===== config.mk =====
export PLATFORM = sky130hd
export DESIGN_NAME = bb3_ctrl
export DESIGN_NICKNAME = d
export VERILOG_FILES = /design/src/rtl/core/bb3_pkg.sv /design/src/rtl/core/bb3_ctrl.sv
export SDC_FILE = /design/constraint.sdc
export NUM_CORES = 1
export LEC_CHECK = 0
export BUFFER_PORTS_ARGS = -buffer_cell sky130_fd_sc_hd__clkbuf_2
export CAP_MARGIN = 20
export CORE_AREA = 2 2 39 41
export DETAILED_ROUTE_END_ITERATION = 12
export DIE_AREA = 0 0 41 43
export GPL_TIMING_DRIVEN = 0
export HOLD_SLACK_MARGIN = 0.02
export PLACE_DENSITY = 0.3
export SYNTH_ARGS = -nofsm -noshare
export SYNTH_HDL_FRONTEND = slang
export SYNTH_SLANG_ARGS = --single-unit

===== constraint.sdc =====
create_clock -name clk_i -period 1 [get_ports clk_i]
set_clock_uncertainty 0.1 [all_clocks]
set_input_delay 0.15 -clock clk_i [delete_from_list [all_inputs] [get_ports clk_i]]
set_output_delay 0.15 -clock clk_i [all_outputs]
set_load 0.1 [all_outputs]

===== src/rtl/core/bb3_pkg.sv =====
package bb3_pkg;

  localparam int unsigned MaxWidthDefault  = 1024;
  localparam int unsigned MaxHeightDefault = 4096;
  localparam int unsigned CfgWidthBits     = 11;
  localparam int unsigned CfgHeightBits    = 13;
  localparam int unsigned CfgDataBits      = 13;
  localparam int unsigned PixBits          = 24;
  localparam int unsigned ChanBits         = 8;

  typedef enum logic {
    OpPixel = 1'b0,
    OpFlush = 1'b1
  } op_e;

  typedef enum logic {
    RegFrameWidth  = 1'b0,
    RegFrameHeight = 1'b1
  } reg_e;

  typedef enum logic [1:0] {
    StIdle,
    StRead,
    StCalc,
    StOut
  } state_e;

  typedef struct packed {
    logic restart;
    logic capture;
    logic shift;
    logic emit;
  } cmd_t;

  typedef struct packed {
    logic draining;
    logic result_due;
  } stat_t;

  // (2*sum+count)/(2*count) for count in {1,2,3,4,6,9}; sum <= 9*255
  // reciprocals are exact over the reachable numerator range
  function automatic logic [7:0] round_mean(input logic [11:0] sum, input logic [3:0] cnt);
    logic [12:0] num;
    logic [29:0] prod;
    logic [12:0] q;
    begin
      num  = {sum, 1'b0} + 13'(cnt);
      prod = '0;
      case (cnt)
        4'd1: q = num >> 1;
        4'd2: q = num >> 2;
        4'd3: begin
          prod = num * 14'd10923;
          q    = 13'(prod >> 16);
        end
        4'd4: q = num >> 3;
        4'd6: begin
          prod = num * 14'd5462;
          q    = 13'(prod >> 16);
        end
        default: begin
          prod = num * 14'd7282;
          q    = 13'(prod >> 17);
        end
      endcase
      round_mean = q[7:0];
    end
  endfunction

endpackage


===== src/rtl/core/bb3_ctrl.sv =====
module bb3_ctrl import bb3_pkg::*; (
  input  logic  clk_i,
  input  logic  rst_ni,
  input  logic  in_valid_i,
  input  logic  in_op_i,
  output logic  in_ready_o,
  input  logic  out_free_i,
  input  stat_t stat_i,
  output cmd_t  cmd_o
);

  state_e state_q, state_d;
  logic   drop;

  assign drop = (in_op_i == OpPixel) ? stat_i.draining : !stat_i.draining;

  always_ff @(posedge clk_i or negedge rst_ni) begin
    if (!rst_ni) begin
      state_q <= StIdle;
    end else begin
      state_q <= state_d;
    end
  end

  always_comb begin
    state_d    = state_q;
    cmd_o      = '0;
    in_ready_o = 1'b0;
    case (state_q)
      StIdle: begin
        in_ready_o = 1'b1;
        if (in_valid_i && !drop) begin
          cmd_o.capture = 1'b1;
          state_d       = StRead;
        end
      end
      StRead: begin
        cmd_o.shift = 1'b1;
        state_d     = stat_i.result_due ? StCalc : StIdle;
      end
      StCalc: state_d = StOut;
      StOut: begin
        if (out_free_i) begin
          cmd_o.emit = 1'b1;
          state_d    = StIdle;
        end
      end
      default: state_d = StIdle;
    endcase
  end

  assert property (@(posedge clk_i) disable iff (!rst_ni)
    (state_q != StIdle) |-> !in_ready_o) else $error("ready while busy");
  assert property (@(posedge clk_i) disable iff (!rst_ni)
    cmd_o.emit |=> state_q == StIdle) else $error("emit not final");
  assert property (@(posedge clk_i) disable iff (!rst_ni)
    cmd_o.capture |=> state_q == StRead) else $error("capture lost");

endmodule


# After elaboration in Yosys (flattened, before gate mapping)
# Index checks and enable logic that the tools add are counted.
# word_totals
word_cells	22
ff_bits	2
inputBits	7
output_inout_bits	5
# op_classes
eq_ne	5
n_mux	11
n_reduce_logical	5
# ops
operator	n
$pmux 2 s4	1
$mux 1	7
$mux 2	3
$eq 2x2->1 const B	2
$ne 2x2->1 const B	2
$eq 2x1->1 const B	1
$logic_not 1->1	2
$logic_not 2->1	1
$reduce_and 2->1	1
$logic_and 1x1->1	1

# Depth between registers and ports, before layout
# depth
word_depth	6
depth_mapped	2
depth_no_buf	2

# Worst setup path after synthesis
# OpenSTA, ideal clock, no wires.
# synth_timing
path_type	register to output
startpoint	reg state_q[0]
endpoint	out cmd_o[2] (netlist bit)
setup_slack_ns	-1.922
t_required_ns	0.750
path_stages_with_launch	3
n_path_buf	0
arrival_ns	2.672
cell_sequence	dfrtp_1 -> nor2_1 -> and3b_1
# synth_rtl
element	line	rtl
start: declaration	bb3_ctrl.sv:12	state_e state_q, state_d;
start signal: assignment	bb3_ctrl.sv:19	state_q <= StIdle;
start signal: assignment	bb3_ctrl.sv:21	state_q <= state_d;
end: declaration	bb3_ctrl.sv:9	output cmd_t cmd_o

==> out/metrics.cfg <==
[layout]
drive_above_1_share_pct=77.4
fin_util_pct=24.9
final-instance-count-excl-fill=47
antenna_cells=0
fin_nets=40
n_fill_cell=152
area_growth_pct=181

[power_and_ir_drop]
swShare_pct=50.3
clkPwrFrac_pct=13.3
peakVddDrop_uv=943
power.share.sequential_pct=14.7
p_per_area_mw_per_mm2=3890
p_int_mw=0.665
p_comb_share_pct=72.0
finalPower_mw=1.34
p_leak_nw=0.158
switching_power_mw=0.674

[worst_setup_path]
ff2ff_path_depth=3
worst-path-max-fanout=4
crit_path_end_kind=primary output
path_class=register to primary output
worstSetupStartpointType=register
crit_required_ns=0.75
cp.arrival_ns=1.15

[synthesis]
synth_cells=14
synthAdderAreaFrac_pct=0
yosys_most_used_dff=dfrtp_1
synth_top_area_share_pct=40.8
synth_top_family_by_area=simple AND/OR/NAND/NOR gates
synth-compound-area-share_pct=11.2
synthTopCellsByArea=dfrtp_1, and3b_1, o2bb2ai_1, xor2_1, buf_4
synth-xor-area-share_pct=7.14
avgSynthCellArea_um2=8.76
yosysSeqAreaShare_pct=40.8
synth_area_um2=123
netlist_top_cells_count=dfrtp_1, nor2_1
synth.area.mux_share_pct=0
yosys.area.top_type=dfrtp_1
synth_enable_flop_cells=0
yosysWarnings=0
async_reset_ff_share_pct=100
syn_nets=21
synthSimpleGateAreaFrac_pct=31.6
synth.distinct_cells=12
ys_ff_latch=2

[grt]
grt_pass1_vias=171
grt-ovfl-total=0
grt_util_all_layers_pct=6.22
grt_max_degree=6
antenna_found_initial=0
grt_first_pass_wirelength_um=669

[floorplanning]
pin_count=12
dieArea_mm2=0.00176
start_util_pct=8.86
core_area_mm2=0.00138
row_count=14
die_h_um=43
die_w_um=41

[timing]
fin_hold_ws_ns=0.0804
setup_ws_ns=-0.400
final_max_slew_viol_count=0
fmax_mhz=714
hold_viol_final=0
setup_viol=5
fin_tns_setup_ns=-1.34
finalCritPeriodShare_pct=140
grt_setup_unrepaired=true
fin_crit_ns=1.40

[detailed_routing]
vias=154
drt-initial-drc-count=1
drc=0
post_drt_wl_per_cell_um=9.23
final_antenna_net_count=0
viasPerCell=3.28
finalWirelength_um=434
dr.pass1.iters=2

[min_path]
hold_depth=3
hold_path_class=input port to register

[place]
gp_congestion=0.504
io_buffers=10
dp.cells=40
dpl.hpwl_um=295

[clocking]
worstSkewPairLatency_ns=0.22
clk_pin_slew_ns=0.03
root_buffer=clkbuf_4
cts_tree=yes
clock-sinks=2
cts-htree-levels=1
cts_max_path_buffers=2
cts_buffers=3

[outcome]
status=finished with violations
failed_checks=setup timing

[flow_run]
cap_violations=0

## worst max-delay path, cell delays in order (launching register included)
cell and delay (ns):
dfrtp_2 0.42, nor2_4 0.12, and3b_4 0.20, clkbuf_16 0.19
## path summary, 6_finish.rpt
kind,end,slack (ns),start
max,cmd_o[2],-0.40,state_q[0]
min,register,0.08,stat_i[0]
max reg2reg,state_q[0],-0.02,state_q[0]
min reg2reg,state_q[0],0.48,register
max in group asynchronous,state_q[0],0.55,rst_ni
min in group asynchronous,async pin,0.14,rst_ni
## cell usage in the layout (no fill, tap or decap)
cell type and n:
buf_4 4, nand2b_1 1, dfrtp_2 2, clkbuf_2 6, buf_12 1, dlygate4sd3_1 1, a21oi_2 1, nor2b_2 1
and3_2 1, conb_1 1, nor2_1 1, clkbuf_4 3, and3b_4 1, nand2_1 1, nor2_4 1, clkbuf_16 3
xor2_1 1, o2bb2ai_1 1
## stage by stage
| stage | cell area (um^2) | setup slack, ns |
|---|---|---|
| floorplan | 138 | -0.707 |
| global placement | 208 | -0.427 |
| detailed placement | 208 | -0.441 |
| CTS | 313 | -0.411 |
| global route | 344 | -0.435 |
| finish | 344 | -0.400 |
## what timing repair did
action | in CTS | in global routing
pin swaps | 2 | 0
hold buffers | 1 | 0
buffers inserted | 1 | 2
setup endpoints to repair | 4 | 6
resized for setup | 12 | 5
endpoints found under the hold margin | 2 | 0
## final cells by class
class                   instances  area [um^2]  share of cell area (%)
well taps                      16         20.0                    5.82
repair buffers                 14          158                    45.8
multi-input cells              11         83.8                    24.4
plain buffers                   1         7.51                    2.18
flip-flops and latches          2         52.6                    15.3
clock buffers                   3         22.5                    6.55
## power groups by stage
stage,sequential (mW),clock [mW],combinational (mW)
floorplan,0.186,0,0.552
finish,0.197,0.178,0.964
CTS,0.195,0.194,0.835
detailed placement,0.195,0,0.632
global placement,0.194,0,0.627
global route,0.207,0.191,1.01
## layer usage
metal  track usage (%)  part of all wire (%)
met4              8.00                     0
met1              5.47                    30
met5                 0                     0
met3              3.14                    20
met2              8.44                    50
## kinds of logic (layout without fill, tap and decap cells)
kind of cell,Yosys count,count (layout)
compound gates,2,2
flops,2,2
other cells,1,1
xor+xnor,1,1
simple gates,7,7
buf+inv,1,18
Note: power is estimated with default switching activity, not from simulation.
